--- config.mk ---
export PLATFORM = sky130hd
export DESIGN_NAME = next_prime_search_core
export DESIGN_NICKNAME = d
export VERILOG_FILES = /design/src/rtl/nps_pkg.sv /design/src/rtl/next_prime_search_core.sv
export SDC_FILE = /design/constraint.sdc
export NUM_CORES = 1
export LEC_CHECK = 0
export ABC_AREA = 1
export ABC_CLOCK_PERIOD_IN_PS = 6600
export BUFFER_PORTS_ARGS = -buffer_cell sky130_fd_sc_hd__buf_2
export CAP_MARGIN = 40
export CORE_ASPECT_RATIO = 1.75
export CORE_MARGIN = 3
export CORE_UTILIZATION = 45
export CTS_CLUSTER_SIZE = 30
export DETAILED_ROUTE_END_ITERATION = 10
export PLACE_DENSITY = 0.62
export SKIP_CTS_REPAIR_TIMING = 1
export SLEW_MARGIN = 10
export SYNTH_ARGS = -nofsm -noshare
export SYNTH_HDL_FRONTEND = slang
export SYNTH_SLANG_ARGS = --single-unit
--- constraint.sdc ---
create_clock -name clock -period 6.6 [get_ports clock]
set_input_delay 0.33 -clock clock [delete_from_list [all_inputs] [get_ports clock]]
set_output_delay 0.33 -clock clock [all_outputs]
set_load 0.1 [all_outputs]
--- src/rtl/nps_pkg.sv ---
`default_nettype none
// ----------------------------------------------------------------------------
// nps_pkg: shared types and constants of the next prime search core
// Field widths, parameter defaults and the sequencer state encoding.
// ----------------------------------------------------------------------------
package nps_pkg;

   // Payload field widths
   localparam int START_BITS = 32;
   localparam int PRIME_BITS = 31;

   // Default search ceiling exponent: ceiling is 2^VALUE_BITS - 1
   localparam int DEF_VALUE_BITS = 31;

   // Smallest prime, returned for every start value below two
   localparam int SMALLEST_PRIME = 2;

   // First odd trial divisor
   localparam int FIRST_DIVISOR = 3;

   // Sequencer states, one-hot
   typedef enum logic [6:0] {
      ST_IDLE   = 7'b0000001,
      ST_CHECK  = 7'b0000010,
      ST_SQRT   = 7'b0000100,
      ST_TRIAL  = 7'b0001000,
      ST_DIVIDE = 7'b0010000,
      ST_NEXT   = 7'b0100000,
      ST_DONE   = 7'b1000000
   } state_type;

endpackage : nps_pkg
`default_nettype wire

--- src/rtl/next_prime_search_core.sv ---
`default_nettype none
// ----------------------------------------------------------------------------
// next_prime_search_core: smallest prime not below a signed start value
// One item at a time; trial division by odd divisors up to the floor root,
// with root and remainder steps on one shared subtract-and-compare unit.
// ----------------------------------------------------------------------------
// Sequence: a start below two gives two, a start above the ceiling is returned as is.
//   Else candidates from the start are checked in turn, the start coming back if the
//   ceiling is reached: two is prime, even values move on, odd ones take a root
//   extraction and a remainder per odd divisor, one bit per cycle on the subtractor.
// Flow: one item at a time; the request is stalled until the result is taken.
// Reset: synchronous, active high; returns to idle with no result pending.

module next_prime_search_core #(
   parameter int VALUE_BITS = nps_pkg::DEF_VALUE_BITS
) (
   input  wire logic                            clock,
   input  wire logic                            reset,
   // request channel
   input  wire logic                            req_valid,
   output logic                                 req_stall,
   input  wire logic [nps_pkg::START_BITS-1:0]  req_start_value,
   // response channel
   output logic                                 rsp_valid,
   input  wire logic                            rsp_stall,
   output logic [nps_pkg::PRIME_BITS-1:0]       rsp_prime_found
);
   import nps_pkg::*;

   // Derived widths
   localparam int CAND_BITS = (VALUE_BITS < PRIME_BITS) ? VALUE_BITS : PRIME_BITS;
   localparam int ROOT_BITS = (CAND_BITS + 1) / 2;
   localparam int PAD_BITS  = 2 * ROOT_BITS;
   localparam int DIV_BITS  = ROOT_BITS + 1;
   localparam int SUB_BITS  = ROOT_BITS + 2;
   localparam int CNT_BITS  = $clog2(CAND_BITS + 1);
   localparam logic [63:0] CEILING = (64'd1 << VALUE_BITS) - 64'd1;

   // Registers
   state_type              state_ff,   state_in;
   logic [PRIME_BITS-1:0]  start_ff,   start_in;
   logic [CAND_BITS-1:0]   cand_ff,    cand_in;
   logic [PAD_BITS-1:0]    work_ff,    work_in;
   logic [SUB_BITS-1:0]    rem_ff,     rem_in;
   logic [ROOT_BITS-1:0]   root_ff,    root_in;
   logic [ROOT_BITS-1:0]   limit_ff,   limit_in;
   logic [DIV_BITS-1:0]    divisor_ff, divisor_in;
   logic [CNT_BITS-1:0]    count_ff,   count_in;
   logic [PRIME_BITS-1:0]  result_ff,  result_in;

   // Shared unit signals
   logic [SUB_BITS-1:0]    sqrt_shift;
   logic [SUB_BITS-1:0]    div_shift;
   logic [SUB_BITS-1:0]    op_a;
   logic [SUB_BITS-1:0]    op_b;
   logic [SUB_BITS:0]      diff;
   logic                   fits;
   logic [SUB_BITS-1:0]    keep;

   logic                   req_xfer;
   logic                   last_step;
   logic                   at_ceiling;
   logic                   above_ceiling;

   assign req_xfer      = req_valid && !req_stall;
   assign last_step     = (count_ff == CNT_BITS'(1));
   assign at_ceiling    = ({{(64-CAND_BITS){1'b0}}, cand_ff} >= CEILING);
   assign above_ceiling = ({32'd0, req_start_value} > CEILING);

   // Shared subtract-and-compare unit: root digit step or remainder bit step
   always_comb begin
      sqrt_shift = {rem_ff[SUB_BITS-3:0], work_ff[PAD_BITS-1 -: 2]};
      div_shift  = {rem_ff[SUB_BITS-2:0], work_ff[PAD_BITS-1]};
      if (state_ff == ST_SQRT) begin
         op_a = sqrt_shift;
         op_b = {root_ff, 2'b01};
      end else begin
         op_a = div_shift;
         op_b = {1'b0, divisor_ff};
      end
      diff = {1'b0, op_a} - {1'b0, op_b};
      fits = !diff[SUB_BITS];
      keep = fits ? diff[SUB_BITS-1:0] : op_a;
   end

   // Sequencer
   always_comb begin
      state_in   = state_ff;
      start_in   = start_ff;
      cand_in    = cand_ff;
      work_in    = work_ff;
      rem_in     = rem_ff;
      root_in    = root_ff;
      limit_in   = limit_ff;
      divisor_in = divisor_ff;
      count_in   = count_ff;
      result_in  = result_ff;

      case (state_ff)
         ST_IDLE: begin
            if (req_xfer) begin
               start_in = req_start_value[PRIME_BITS-1:0];
               cand_in  = req_start_value[CAND_BITS-1:0];
               if (req_start_value[START_BITS-1] ||
                   (req_start_value < START_BITS'(SMALLEST_PRIME))) begin
                  result_in = PRIME_BITS'(SMALLEST_PRIME);
                  state_in  = ST_DONE;
               end else if (above_ceiling) begin
                  result_in = req_start_value[PRIME_BITS-1:0];
                  state_in  = ST_DONE;
               end else begin
                  state_in = ST_CHECK;
               end
            end
         end

         ST_CHECK: begin
            // Two is prime, other even values are not; odd ones need the root
            if (cand_ff == CAND_BITS'(SMALLEST_PRIME)) begin
               result_in = PRIME_BITS'(cand_ff);
               state_in  = ST_DONE;
            end else if (!cand_ff[0]) begin
               state_in = ST_NEXT;
            end else begin
               work_in  = PAD_BITS'(cand_ff);
               rem_in   = '0;
               root_in  = '0;
               count_in = CNT_BITS'(ROOT_BITS);
               state_in = ST_SQRT;
            end
         end

         ST_SQRT: begin
            // Retire one root bit per cycle
            work_in  = work_ff << 2;
            rem_in   = keep;
            root_in  = {root_ff[ROOT_BITS-2:0], fits};
            count_in = count_ff - CNT_BITS'(1);
            if (last_step) begin
               limit_in   = {root_ff[ROOT_BITS-2:0], fits};
               divisor_in = DIV_BITS'(FIRST_DIVISOR);
               state_in   = ST_TRIAL;
            end
         end

         ST_TRIAL: begin
            // Past the root with no divisor found: prime
            if ({1'b0, limit_ff} < divisor_ff) begin
               result_in = PRIME_BITS'(cand_ff);
               state_in  = ST_DONE;
            end else begin
               work_in  = PAD_BITS'(cand_ff) << (PAD_BITS - CAND_BITS);
               rem_in   = '0;
               count_in = CNT_BITS'(CAND_BITS);
               state_in = ST_DIVIDE;
            end
         end

         ST_DIVIDE: begin
            // Restoring remainder, one candidate bit per cycle
            work_in  = work_ff << 1;
            rem_in   = keep;
            count_in = count_ff - CNT_BITS'(1);
            if (last_step) begin
               if (keep == '0) begin
                  state_in = ST_NEXT;
               end else begin
                  divisor_in = divisor_ff + DIV_BITS'(2);
                  state_in   = ST_TRIAL;
               end
            end
         end

         ST_NEXT: begin
            // Advance the candidate, or fall back to the start at the ceiling
            if (at_ceiling) begin
               result_in = start_ff;
               state_in  = ST_DONE;
            end else begin
               cand_in  = cand_ff + CAND_BITS'(1);
               state_in = ST_CHECK;
            end
         end

         ST_DONE: begin
            if (!rsp_stall) begin
               state_in = ST_IDLE;
            end
         end

         default: begin
            state_in = ST_IDLE;
         end
      endcase
   end

   // Control state
   always_ff @(posedge clock) begin
      if (reset) begin
         state_ff <= ST_IDLE;
      end else begin
         state_ff <= state_in;
      end
   end

   // Datapath registers
   always_ff @(posedge clock) begin
      start_ff   <= start_in;
      cand_ff    <= cand_in;
      work_ff    <= work_in;
      rem_ff     <= rem_in;
      root_ff    <= root_in;
      limit_ff   <= limit_in;
      divisor_ff <= divisor_in;
      count_ff   <= count_in;
      result_ff  <= result_in;
   end

   assign req_stall       = (state_ff != ST_IDLE);
   assign rsp_valid       = (state_ff == ST_DONE);
   assign rsp_prime_found = result_ff;

   // Checks
   a_rem_below_divisor: assert property (@(posedge clock) disable iff (reset)
      (state_ff == ST_DIVIDE) |-> (rem_ff < {1'b0, divisor_ff}))
      else $error("remainder not below divisor");

   a_divisor_odd: assert property (@(posedge clock) disable iff (reset)
      (state_ff == ST_TRIAL) |-> divisor_ff[0])
      else $error("trial divisor is even");

   a_result_floor: assert property (@(posedge clock) disable iff (reset)
      rsp_valid |-> (rsp_prime_found >= PRIME_BITS'(SMALLEST_PRIME)))
      else $error("result below two");

   a_negative_fast: assert property (@(posedge clock) disable iff (reset)
      (req_xfer && req_start_value[START_BITS-1]) |=>
         (rsp_valid && (rsp_prime_found == PRIME_BITS'(SMALLEST_PRIME))))
      else $error("negative start did not return two");

   a_single_result: assert property (@(posedge clock) disable iff (reset)
      (rsp_valid && !rsp_stall) |=> !rsp_valid)
      else $error("result repeated after transfer");

endmodule : next_prime_search_core
`default_nettype wire
# Yosys cells after proc, flatten, opt, wreduce, memory -nomap -nowiden
# Index checks and enable logic that the tools add are counted.
totals:
  register_bits: 203
  elab_cells: 106
classes:
  addsub: 4
  n_lt_le_gt_ge: 4
  eq_ne: 23
  muxes: 44
  n_reduce_logical: 21
op_table:
  columns: ["operator", "count"]
  rows:
  - ["31-bit two-way mux", 8]
  - ["32-bit case mux with 4 select lines", 1]
  - ["31-bit case mux with 4 select lines", 1]
  - ["17-bit two-way mux", 6]
  - ["32-bit two-way mux", 3]
  - ["7-bit two-way mux", 9]
  - ["31-bit case mux with 2 select lines", 1]
  - ["18-bit two-way mux", 3]
  - ["17-bit case mux with 3 select lines", 1]
  - ["7-bit case mux with 7 select lines", 1]
  - ["17-bit case mux with 2 select lines", 1]
  - ["32-bit by 31-bit greater-than comparator with 1-bit output, second input constant", 1]
  - ["32-bit by 2-bit less-than comparator with 1-bit output, second input constant", 1]
  - ["16-bit two-way mux", 2]
  - ["16-bit case mux with 2 select lines", 1]
  - ["31-bit by 1-bit adder with 31-bit output, second input constant", 1]
  - ["31-bit by 2-bit equality test with 1-bit output, second input constant", 1]
  - ["31-bit greater-or-equal comparator, second input constant", 1]
  - ["2-bit inequality test, second input constant", 12]
  - ["18-bit by 18-bit subtractor with 19-bit output", 1]
  - ["18-bit zero test", 1]
  - ["17-bit by 2-bit adder with 17-bit output, second input constant", 1]
  - ["16-bit by 17-bit less-than comparator with 1-bit output", 1]
  - ["4-bit AND reduction", 4]
  - ["24 further kinds", 33]

# Logic depth before layout (Yosys ltp)
# Gate-level depths: netlist of run 1.
logic_depth:
  ltp_word: 8
  ltp_mapped: 29
  mapped_depth_nobuf: 27

# Worst setup path after synthesis of run 1
# No wires, ideal clock.
synth_timing:
  kind: "register to register"
  from: "reg state_ff[4]"
  to: "reg cand_ff[0] (enable)"
  setup_time_ns: 0.466
  t_arrival_ns: 3.961
  setup_slack_ns: 2.173
  stages_incl_launch_ff: 8
  path_buffers: 0
  period_less_slack_ns: 4.427
  path_cell_list: "dfxtp_1 > inv_1 > nand2_1 > nor2_4 > inv_1 > nor4_1 > inv_1 > a211oi_1"
synth_between:
  elab_chain_len: 5
  word_cells_on_any_way: 9
  cone_classes: "eq/ne (5); reduce/logical (4)"
synth_rtl:
  columns: ["item", "line_no", "source"]
  rows:
  - ["start, declared", "next_prime_search_core.sv:40", "state_type state_ff, state_in;"]
  - ["start signal, assigned", "next_prime_search_core.sv:202", "state_ff <= state_in;"]
  - ["7-bit by 1-bit inequality test with 1-bit output", "next_prime_search_core.sv:219", "assign req_stall = (state_ff != ST_IDLE);"]
  - ["via req_stall", "next_prime_search_core.sv:21", "output logic req_stall,"]
  - ["1-bit zero test", "next_prime_search_core.sv:65", "assign req_xfer = req_valid && !req_stall;"]
  - ["1-bit logical AND", "next_prime_search_core.sv:65", null]
  - ["2-bit inequality test (no source line)", null, null]
  - ["3-bit AND reduction (no source line)", null, null]
  - ["end signal, assigned", "next_prime_search_core.sv:209", "cand_ff <= cand_in;"]
  - ["end, declared", "next_prime_search_core.sv:42", "logic [CAND_BITS-1:0] cand_ff, cand_in;"]
# The timed path passes the listed nets, and every way through them passes these cells.
# A chain may end at the register's enable or synchronous reset.

# Worst setup path in the final report of run 1
layout_timing:
  from: "reg state_ff[4]"
  to: "reg divisor_ff[15] (enable)"
layout_between:
  elab_chain_len: 7
  word_cells_on_any_way: 12
  cone_classes: "add/sub (1); eq/ne (5); mux (3); reduce/logical (3)"
layout_rtl:
  columns: ["item", "line_no", "source"]
  rows:
  - ["7-bit by 3-bit equality test with 1-bit output", "next_prime_search_core.sv:74, next_prime_search_core.sv:99", null]
  - ["18-bit two-way mux", "next_prime_search_core.sv:74", "if (state_ff == ST_SQRT) begin"]
  - ["18-bit by 18-bit subtractor with 19-bit output", "next_prime_search_core.sv:81", "diff = {1'b0, op_a} - {1'b0, op_b};"]
  - ["18-bit two-way mux", "next_prime_search_core.sv:83", "keep = fits ? diff[SUB_BITS-1:0] : op_a;"]
  - ["18-bit zero test", "next_prime_search_core.sv:165", "if (keep == '0) begin"]
  - ["2-bit inequality test (no source line)", null, null]
  - ["4-bit AND reduction (no source line) *", null, null]
  - ["end signal, assigned", "next_prime_search_core.sv:214", "divisor_ff <= divisor_in;"]
  - ["end, declared", "next_prime_search_core.sv:47", "logic [DIV_BITS-1:0] divisor_ff, divisor_in;"]
# Every way passes the cells marked *; elsewhere a longest branch is shown, timed or not.

==> summary.md, run 1 <==
| Metric | Value |
|---|---|
| Root buf cell | `clkbuf_16` |
| Starting Density | `46.05%` |
| Largest net degree at the start of global routing | `just over 70` |
| Hold_sp | `req_start_value[14]` |
| Hpwl dp | `roughly 23 mm` |
| Net Count, Synth | `around 1,300` |
| Drt wl/cell | `around 19 um` |
| Ys async rst share | `0%` |
| DRC | `0` |
| First-pass GRT wire length | `48.69 mm` |
| Initial DRC Count | `about 600` |
| Worst-Margin Slew | `slightly below 900 ps` |
| Cells on worst reg2reg path | `22` |
| Antenna Nets Post-Route | `0` |
| Max_cap viols | `0` |
| FF-to-FF End | `divisor_ff[15]` |
| Area contributors post-synth | `edfxtp_1 (51%), nand2_1 (7.9%), inv_1 (5.7%)` |
| Clock Pin Slew Worst Setup and Hold Paths | `about 70 ps` |
| Comb pwr share | `between 30% and 40%` |
| Arr. time, crit path | `between 5000 and 6000 ps` |
| Synthesized instance count | `~1,300` |
| WL final | `30.83 mm` |
| HP Class | `input port to register` |
| Yosys reg bits | `approximately 200` |
| CTS Buffer Depth | `3` |
| Sw Pwr | `about 2.2 mW` |
| Fin. Hold Viols | `0` |
| Sw Share | `a little over two fifths` |
| Final Util | `about 52%` |
| Period Utilization, post-route | `75.07%` |
| Yosys Warn Count | `0` |
| Worst skew pair latency | `between 500 and 600 ps` |
| Core area | `24,820 um^2` |
| Layout area overhead | `12.49%` |
| Crit path launch type | `register` |
| Rel. slew slack | `approximately two fifths` |
| TritonRoute pass-1 iters | `5` |
| Commonest non-fill, non-tap cell in the layout | `nand2_1` |
| Mapped Avg Cell Area | `approximately 9.1 um^2` |
| Synth top area share | `roughly half` |
| Reg2Reg Setup Slack | `between 1500 and 2000 ps` |
| Cell taking the most area after synthesis | `edfxtp_1` |
| WHS Endpoint | `start_ff[14]` |
| Total congestion overflow | `0` |
| Die width | `approximately 130 um` |
| Pleak | `a little over 5 nW` |
| Vias per cell | `5.472` |
| Final Cell Area | `12,860 um^2` |
| Vias | `approximately 9,000` |
| RSZ-0062 raised after global routing | `no` |
| Routability congestion estimate | `approximately 0.9` |
| CTS tree | `done` |
| Crit end category | `register` |
| Pwr Total | `around 5.1 mW` |
| Number of port buffers | `just under 70` |
| CP Class | `register to register` |
| Worst Skew | `14.06 ps` |
| Internal power | `about 2.9 mW` |
| Initial antenna violation count | `0` |
| Most frequent cells in the layout | `nand2_1 (242), edfxtp_1 (195), inv_1 (173)` |
| Min cycle time layout | `4954 ps` |
| Post-placement cell area | `12,110 um^2` |
| Number of setup violations in the final report | `0` |
| Hold depth | `1` |
| Setup tns final | `0 ps` |
| R2r startpoint | `state_ff[4]` |
| IO Pins | `69` |
| Share of layout cells above drive strength 1 | `a little under an eighth` |
| Synth Cell Area | `between 10,000 and 15,000 um^2` |
| Total GRT Usage | `between 20% and 30%` |
| Peak VDD IR | `roughly 0.57 mV` |
| Highest clock rate | `around 200 MHz` |
| Worst Path Required | `6730 ps` |
| Yosys cell types | `49` |
| Std cell rows | `76` |
| Die height | `approximately 220 um` |
| Pwr Density | `roughly 400 nW/um^2` |
| Diodes inserted | `0` |
| Clock share of power | `23.8%` |
| Num CTS Buffers | `20` |
| Clock Sinks | `202` |
| Sequential-to-total area share from yosys stat | `roughly 52%` |
| Die Footprint | `about 27,000 um^2` |
| Number of flops mapped to enable cells by yosys | `a little under 200` |
| CP Max Fanout | `between 60 and 70` |
| Seq pwr share | `40.9%` |
| Vias in the first global route | `between 9,000 and 10,000` |
| H-tree depth | `1` |
| Final Net Count | `about 1,400` |
| Count of pins over their slew limit | `0` |
| Most used flip-flop cell after synthesis | `edfxtp_1` |
| Outcome | `finished clean` |
registers in the layout, summed over array words and instances (netlist names):
name,flops
divisor_ff,16
count_ff,5
root_ff,16
work_ff,32
state_ff,7
rem_ff,17
start_ff,31
limit_ff,16
cand_ff,31
rsp_prime_found,31
layout make-up:
type	count	area, um^2
timing repair buffer	84	483.0
inverter	181	679.4
clock buffer	22	529.3
tap	312	390.4
multi-input combinational	830	4617
fill	2379	11960
clock inverter	14	162.7
sequential	202	5996
per-layer routing:
metal	vias up	global-route usage (%)	wire (um)
met5	-	0	0
met4	0	10.63	1412
met3	70	2.407	1098
met2	220	44.08	17310
met1	4221	23.06	11010
li1	4490	-	-
power groups by stage:
stage               Sequential [mW]  Clock [mW]  Combinational, mW
CTS                            2.08        1.24               1.80
global placement               2.10           0               1.78
detailed placement             2.10           0               1.79
global route                   2.12        1.29               1.91
floorplan                      2.76           0              0.674
finish                         2.08        1.21               1.79
worst max-delay path by stage:
stage,from,to,slack [ps],depth (start not counted)
finish,state_ff[4],divisor_ff[15],1650,22
global route,state_ff[4],divisor_ff[15],1180,24
CTS,state_ff[4],divisor_ff[11],1580,22
detailed placement,state_ff[4],divisor_ff[14],1600,22
global placement,state_ff[5],divisor_ff[15],1760,22
floorplan,state_ff[4],cand_ff[0],2170,7
critical path, cell delays in order (launching register included):
cell and delay (ps):
dfxtp_1 330, inv_1 110, nand2_1 120, nor2_4 160
nand2_4 360, inv_2 660, o21ai_0 250, ha_1 430
nand2_1 120, nor2_2 170, and2_1 190, nand2_4 90
nand2_4 220, inv_2 160, nand2_1 80, nand2_1 70
nand3_1 110, nor2_1 60, nand3_1 60, nor2_1 40
nand3_1 90, nand3_1 130, inv_1 550
Yosys cell counts, types with 5 or more instances:
library cell,count
nand2_2,5
xor2_1,19
a22oi_1,31
edfxtp_1,195
nor4_1,16
nor2_1,124
o21ai_0,90
nand3_2,6
a21oi_1,62
a221oi_1,29
nand3_1,61
o31ai_1,5
nor2_4,5
o21ai_1,13
nand2_1,242
dfxtp_1,7
inv_1,173
ha_1,37
clkbuf_1,25
nand4_1,19
inv_2,7
buf_2,7
a31oi_1,5
nor3_1,14
kinds of logic (layout without fill, tap and decap cells):
group	Yosys count	after routing	synth area share, %
XOR/XNOR	23	23	1.762
AO/OA/AOI/OAI	251	251	13.25
adder cells (fa/ha/maj)	38	38	4.225
buffers and inverters	221	301	7.531
flip-flops	202	202	52.46
multiplexers	1	1	0.08758
AND/OR/NAND/NOR	517	517	20.69
through the flow:
step                      setup WS, ps  hold WS [ps]  cells
after floorplan                   2173         399.1   1253
after global placement            1759         434.3   1602
after detailed placement          1601         433.8   1603
after CTS                         1578        -17.39   1639
after global routing              1177         2.193   1645
final                             1646         11.51   1645
(Power assumes the default switching activity.)
==> run 2, diff against run 1 <==
Settings changed: ABC_CLOCK_PERIOD_IN_PS 6600 to 4200, PLACE_DENSITY 0.62 to 0.64.
Clock period 6.6 ns to 4.2 ns, I/O delays scaled along.
==> run 2 against run 1 <==
Net effect:
- register-to-register slack got worse by 1300 ps
- clock power increased by 42%
- final cell count rose by 3.3%
- sequential share of layout area decreased by 1.8 points
- global-route usage grew 0.39 points
==> summary.md, run 2 (same netlist as run 1, synthesis figures left out) <==
| Metric | Value |
|---|---|
| Outcome | `finished clean (unchanged)` |
| Antenna Nets Post-Route | `0 (unchanged)` |
| Area of the multi-input gates | `4705 um^2 (was 4617 um^2)` |
| Largest Register | `work_ff (unchanged)` |
| Routability congestion estimate | `0.9379 (was 0.9154)` |
| Initial DRC Count | `592 (was 608)` |
| CP max stage cell | `dfxtp_1 (was inv_2)` |
| Die height | `216.8 um (unchanged)` |
| Drt wl/cell | `18.49 um (was 18.74 um)` |
| Num CTS Buffers | `20 (unchanged)` |
| Pleak | `5.413 nW (was 5.179 nW)` |
| Final Cell Area | `13,380 um^2 (was 12,860 um^2)` |
| Worst-Margin Slew | `812.6 ps (was 872.6 ps)` |
| Diodes inserted | `0 (unchanged)` |
| Total congestion overflow | `0 (unchanged)` |
| CP Class | `register to register (unchanged)` |
| CP Max Fanout | `16 (was 63)` |
| Worst Skew | `10.66 ps (was 14.06 ps)` |
| Die Footprint | `27,420 um^2 (unchanged)` |
| Vias in the first global route | `9,795 (was 9,359)` |
| Std cell rows | `76 (unchanged)` |
| First-pass GRT wire length | `50.30 mm (was 48.69 mm)` |
| Worst skew pair latency | `510 ps (about the same)` |
| Vias per cell | `5.551 (was 5.472)` |
| Hold slack | `86.21 ps (was 11.51 ps)` |
| CTS tree | `done (unchanged)` |
| DRC | `0 (unchanged)` |
| Peak VDD IR | `0.7967 mV (was 0.5702 mV)` |
| Final Net Count | `1,448 (was 1,393)` |
| H-tree depth | `1 (unchanged)` |
| Core area | `24,820 um^2 (unchanged)` |
| Fin. Hold Viols | `0 (unchanged)` |
| Root buf cell | `clkbuf_16 (unchanged)` |
| Total GRT Usage | `22.80% (was 22.41%)` |
| Die width | `126.5 um (unchanged)` |
| Clock Sinks | `202 (unchanged)` |
| Largest net degree at the start of global routing | `69 (was 71)` |
| Period Utilization, post-route | `92.08% (was 75.07%)` |
| Delay of the slowest critical-path stage | `340 ps (was 660 ps)` |
| CP Cell Sequence | `inv_1, nand2_1, nor2_4, nand2_8, buf_4, o21ai_0, ha_1, nand2_2, inv_1, a21oi_2, nand3_2, nand2_4, buf_4, nand3_1, nand2_1, nand3_1, nor3_2, nand3_1, nor2_1, nand3_1, nand3_2, inv_1, buf_12 (was inv_1, nand2_1, nor2_4, nand2_4, inv_2, o21ai_0, ha_1, nand2_1, nor2_2, and2_1, nand2_4, nand2_4, inv_2, nand2_1, nand2_1, nand3_1, nor2_1, nand3_1, nor2_1, nand3_1, nand3_1, inv_1)` |
| Number of port buffers | `68 (unchanged)` |
| Max reg flops | `32 (unchanged)` |
| Highest clock rate | `258.6 MHz (was 201.8 MHz)` |
| Commonest non-fill, non-tap cell in the layout | `nand2_1 (unchanged)` |
| Fillers | `2,287 (was 2,379)` |
| Hpwl dp | `23.50 mm (was 23.30 mm)` |
| Count of pins over their slew limit | `0 (unchanged)` |
| Worst Path Required | `4470 ps (was 6730 ps)` |
| Post-placement cell area | `12,320 um^2 (was 12,110 um^2)` |
| IO Pins | `69 (unchanged)` |
| Most frequent cells in the layout | `nand2_1 (239), edfxtp_1 (195), inv_1 (173) (was nand2_1 (242), edfxtp_1 (195), inv_1 (173))` |
| Layout area overhead | `17.04% (was 12.49%)` |
| Initial antenna violation count | `0 (unchanged)` |
| WL final | `31.44 mm (was 30.83 mm)` |
| Crit end category | `register (unchanged)` |
| Max_cap viols | `0 (unchanged)` |
| Crit path launch type | `register (unchanged)` |
| Pwr Density | `592.5 nW/um^2 (was 395.2 nW/um^2)` |
| Share of layout cells above drive strength 1 | `13.98% (was 11.85%)` |
| Number of setup violations in the final report | `0 (unchanged)` |
| CTS Buffer Depth | `3 (unchanged)` |
| Clock Pin Slew Worst Setup and Hold Paths | `70 ps (about the same)` |
| HP Class | `input port to register (unchanged)` |
| Arr. time, crit path | `4140 ps (was 5090 ps)` |
| Vias | `9,437 (was 9,001)` |
| TritonRoute pass-1 iters | `7 (was 5)` |
| Min cycle time layout | `3867 ps (was 4954 ps)` |
| Cell mode on critical path | `nand3_1` |
| Starting Density | `46.05% (unchanged)` |
| Register Area | `5996 um^2 (unchanged)` |
| Rel. slew slack | `45.76% (was 41.47%)` |
-- run 2: cell types whose count changed in the layout (fill, tap and decap cells not counted), sizes merged --
cell / change
buf: +28
dlygate4sd3: +26
clkbuf: +6
clkinvlp: -4
bufinv: -3
clkinv: +2
inv: -1
nand2: +1
-- run 2: layout make-up --
class,instances,area share [%]
clock inverter,8,0.2432
tap,312,2.918
multi-input combinational,831,35.17
clock buffer,28,4.349
sequential,202,44.82
timing repair buffer,138,7.407
inverter,181,5.097
-- run 2: path summary, 6_finish.rpt --
kind / end / cells past startpoint / slack, ps / startpoint
min reg2reg: limit_ff[2] / 0 / 460 / root_ff[1]
min: state_ff[6] / 3 / 90 / rsp_stall
max reg2reg: divisor_ff[4] / 23 / 330 / state_ff[5]
max: divisor_ff[4] / 23 / 330 / state_ff[5]
-- run 2: critical path, delay by kind of cell, from the launching register on --
kind	cells	cell delay, ps
adders and majority gates	1	340
DFF	1	340
buffers and inverters	6	730
and+or+nand+nor	14	1750
AOI/OAI and AO/OA	2	450
-- run 2: stage by stage --
step | util (%) | total power, mW | setup TNS [ps] | cells | setup WS (ps)
3_3_place_gp | 49.59 | 6.130 | -2048 | 1626 | -128.9
6_report | 53.90 | 7.927 | 0 | 1700 | 332.6
2_1_floorplan | - | 5.391 | 0 | 1253 | 463.4
3_5_place_dp | 49.65 | 6.154 | -1722 | 1627 | -108.3
5_1_grt | 53.90 | 8.272 | -98.05 | 1700 | -10.83
4_1_cts | 52.13 | 7.896 | -2075 | 1663 | -133.7
-- run 2: power breakdown --
part           total (mW)  internal (mW)  switching, mW
Clock                1.72          0.963          0.758
Sequential           3.27           2.90          0.365
Combinational        2.94          0.540           2.40
-- run 2: routing by layer --
layer / routed length, um / GRT usage [%] / vias to the layer above
met5: 0 / 0 / -
met4: 1494 / 11.02 / 0
met3: 1121 / 2.529 / 83
met2: 17530 / 44.24 / 242
met1: 11290 / 23.87 / 4522
li1: - / - / 4590
==> run 3, diff against run 2 <==
Settings changed: REMOVE_ABC_BUFFERS from default to 1.
==> run 3 against run 2 <==
Net effect:
- worst setup slack lost 110 ps
- non-clock buffer count grew 7
- final cell count grew 0.59%
- critical endpoint is now divisor_ff[1]
- sequential power is essentially flat
- routed wire length grew 1.4%
- via count grew 1.2%
- cell area grew 1.1%
==> summary.md, run 3 (same netlist as run 1, synthesis figures left out) <==
| Metric | Value |
|---|---|
| Number of setup violations in the final report | `0 (unchanged)` |
| CP max stage cell | `ha_1 (was dfxtp_1)` |
| Hold_sp | `rsp_stall (unchanged)` |
| Die height | `216.8 um (unchanged)` |
| Total GRT Usage | `22.55% (was 22.80%)` |
| Root buf cell | `clkbuf_16 (unchanged)` |
| Layout area overhead | `18.29% (was 17.04%)` |
| Worst skew pair latency | `520 ps (was 510 ps)` |
| Total congestion overflow | `0 (unchanged)` |
| Num CTS Buffers | `21 (was 20)` |
| Clock share of power | `23.5% (was 21.7%)` |
| Initial antenna violation count | `0 (unchanged)` |
| Pwr Density | `601.1 nW/um^2 (was 592.5 nW/um^2)` |
| TritonRoute pass-1 iters | `5 (was 7)` |
| DRC | `0 (unchanged)` |
| DP Cell Count | `1,628 (was 1,627)` |
| Largest net degree at the start of global routing | `68 (was 69)` |
| Worst Path Required | `4470 ps (about the same)` |
| Seq pwr share | `40.0% (was 41.2%)` |
| Pleak | `5.482 nW (was 5.413 nW)` |
| Die Footprint | `27,420 um^2 (unchanged)` |
| Finished Layout Cells | `1,710 (was 1,700)` |
| HP Class | `input port to register (unchanged)` |
| CTS tree | `done (unchanged)` |
| Delay of the slowest critical-path stage | `380 ps (was 340 ps)` |
| Clock Pin Slew Worst Setup and Hold Paths | `70 ps (about the same)` |
| FF-to-FF End | `divisor_ff[1] (was divisor_ff[4])` |
| Worst-Margin Slew | `884.3 ps (was 812.6 ps)` |
| Cells on worst reg2reg path | `25 (was 23)` |
| Fin. Hold Viols | `0 (unchanged)` |
| Setup tns final | `0 ps (unchanged)` |
| Sw Pwr | `3.579 mW (was 3.524 mW)` |
| Diodes inserted | `0 (unchanged)` |
| Peak VDD IR | `0.6972 mV (was 0.7967 mV)` |
| Vias in the first global route | `9,531 (was 9,795)` |
| Rel. slew slack | `40.98% (was 45.76%)` |
| Final WS setup | `222.1 ps (was 332.6 ps)` |
| Post-Place Worst Slack | `60.13 ps (was -108.3 ps)` |
| Arr. time, crit path | `4250 ps (was 4140 ps)` |
| Hpwl dp | `23.04 mm (was 23.50 mm)` |
| Cell mode on critical path | `nand3_1 (unchanged)` |
| Sw Share | `44.04% (was 44.46%)` |
| Outcome | `finished clean (unchanged)` |
| Vias | `9,554 (was 9,437)` |
| Std cell rows | `76 (unchanged)` |
| Critical path buffers and inverters | `7 (was 6)` |
| Starting Density | `46.05% (unchanged)` |
| Reg2Reg Setup Slack | `220 ps (was 330 ps)` |
| Worst Skew | `18.23 ps (was 10.66 ps)` |
| CP Max Fanout | `16 (unchanged)` |
| CTS Buffer Depth | `3 (unchanged)` |
| Hold slack | `57.15 ps (was 86.21 ps)` |
| Number of port buffers | `68 (unchanged)` |
| WL final | `31.88 mm (was 31.44 mm)` |
| Min cycle time layout | `3978 ps (was 3867 ps)` |
| Clock Sinks | `202 (unchanged)` |
| Largest Register | `work_ff (unchanged)` |
| Initial DRC Count | `718 (was 592)` |
| Critical path's top delay family | `simple AND/OR/NAND/NOR gates (unchanged)` |
| First-pass GRT wire length | `49.42 mm (was 50.30 mm)` |
| IO Pins | `69 (unchanged)` |
| Routability congestion estimate | `0.9659 (was 0.9379)` |
| Highest clock rate | `251.4 MHz (was 258.6 MHz)` |
| Comb pwr share | `36.4% (was 37.1%)` |
| Crit end category | `register (unchanged)` |
| Antenna Nets Post-Route | `0 (unchanged)` |
| WHS Endpoint | `state_ff[6] (unchanged)` |
| Max_cap viols | `0 (unchanged)` |
| Drt wl/cell | `18.64 um (was 18.49 um)` |
| Most frequent cells in the layout | `nand2_1 (240), edfxtp_1 (195), inv_1 (171) (was nand2_1 (239), edfxtp_1 (195), inv_1 (173))` |
| Core area | `24,820 um^2 (unchanged)` |
| Commonest non-fill, non-tap cell in the layout | `nand2_1 (unchanged)` |
| R2r startpoint | `state_ff[1] (was state_ff[5])` |
| Hold depth | `3 (unchanged)` |
| Share of layout cells above drive strength 1 | `15.02% (was 13.98%)` |
| Max reg flops | `32 (unchanged)` |
| Die width | `126.5 um (unchanged)` |
| Internal power | `4.548 mW (was 4.403 mW)` |
| Fillers | `2,234 (was 2,287)` |
| Count of pins over their slew limit | `0 (unchanged)` |
| Period Utilization, post-route | `94.71% (was 92.08%)` |
| Final Net Count | `1,457 (was 1,448)` |
| CP Class | `register to register (unchanged)` |
| H-tree depth | `1 (unchanged)` |
| Vias per cell | `5.587 (was 5.551)` |
| Crit path launch type | `register (unchanged)` |
==> run 3: cell count changes in the layout (fill, tap and decap cells not counted), moves of 2 or more <==
cell / change
buf_4: +6
bufinv_16: +3
clkbuf_8: -3
o21ai_1: -3
buf_6: +2
clkbuf_1: -2
inv_1: -2
inv_2: +2
nor2_1: -2
o21ai_0: +2
==> run 3: worst max path at each step <==
stage               endpoint  cells past startpoint  slack [ps]   startpoint
6_report       divisor_ff[1]                     25         220  state_ff[1]
5_1_grt        divisor_ff[1]                     25         -20  state_ff[1]
4_1_cts        divisor_ff[1]                     23          40  state_ff[4]
3_5_place_dp   divisor_ff[3]                     23          60  state_ff[4]
3_3_place_gp   divisor_ff[1]                     23         180  state_ff[5]
2_1_floorplan     cand_ff[0]                      7       -3850  state_ff[2]
==> run 3: final cells by class <==
| cell class | count | area, um^2 | area share [%] |
|---|---|---|---|
| sequential | 202 | 5996 | 44.35 |
| multi-input combinational | 832 | 4725 | 34.94 |
| timing repair buffer | 145 | 1039 | 7.681 |
| inverter | 181 | 681.9 | 5.043 |
| clock buffer | 23 | 533.0 | 3.942 |
| tap | 312 | 390.4 | 2.887 |
| clock inverter | 15 | 156.4 | 1.157 |
==> run 3: power by group through the flow <==
stage / combinational, mW / clock (mW) / sequential [mW]
2_1_floorplan: 1.03 / 0 / 4.35
3_3_place_gp: 2.84 / 0 / 3.28
3_5_place_dp: 2.88 / 0 / 3.29
4_1_cts: 2.88 / 1.96 / 3.25
5_1_grt: 3.14 / 2.02 / 3.31
6_report: 2.96 / 1.91 / 3.25
==> run 3: worst register-to-register path, delay by kind of cell (launching register included) <==
family                     cells  cell delay, ps
AOI/OAI and AO/OA              4             630
adders and majority gates      1             380
buffers and inverters          7             940
DFF                            1             310
and+or+nand+nor               13            1450
==> run 3: routing by layer <==
| metal | global-route usage, % | vias to the layer above | wire [um] |
|---|---|---|---|
| met2 | 44.40 | 280 | 17810 |
| li1 | - | 4618 | - |
| met5 | 0 | - | 0 |
| met4 | 11.52 | 0 | 1842 |
| met1 | 22.99 | 4551 | 11110 |
| met3 | 2.112 | 105 | 1113 |
==> run 3: per-stage QoR <==
stage,instance area (um^2),total power [mW],util (%)
after detailed placement,12310,6.163,49.59
final,13520,8.127,54.48
after floorplan,11250,5.379,-
after CTS,13000,8.092,52.37
after global routing,13520,8.470,54.48
after global placement,12310,6.119,49.59
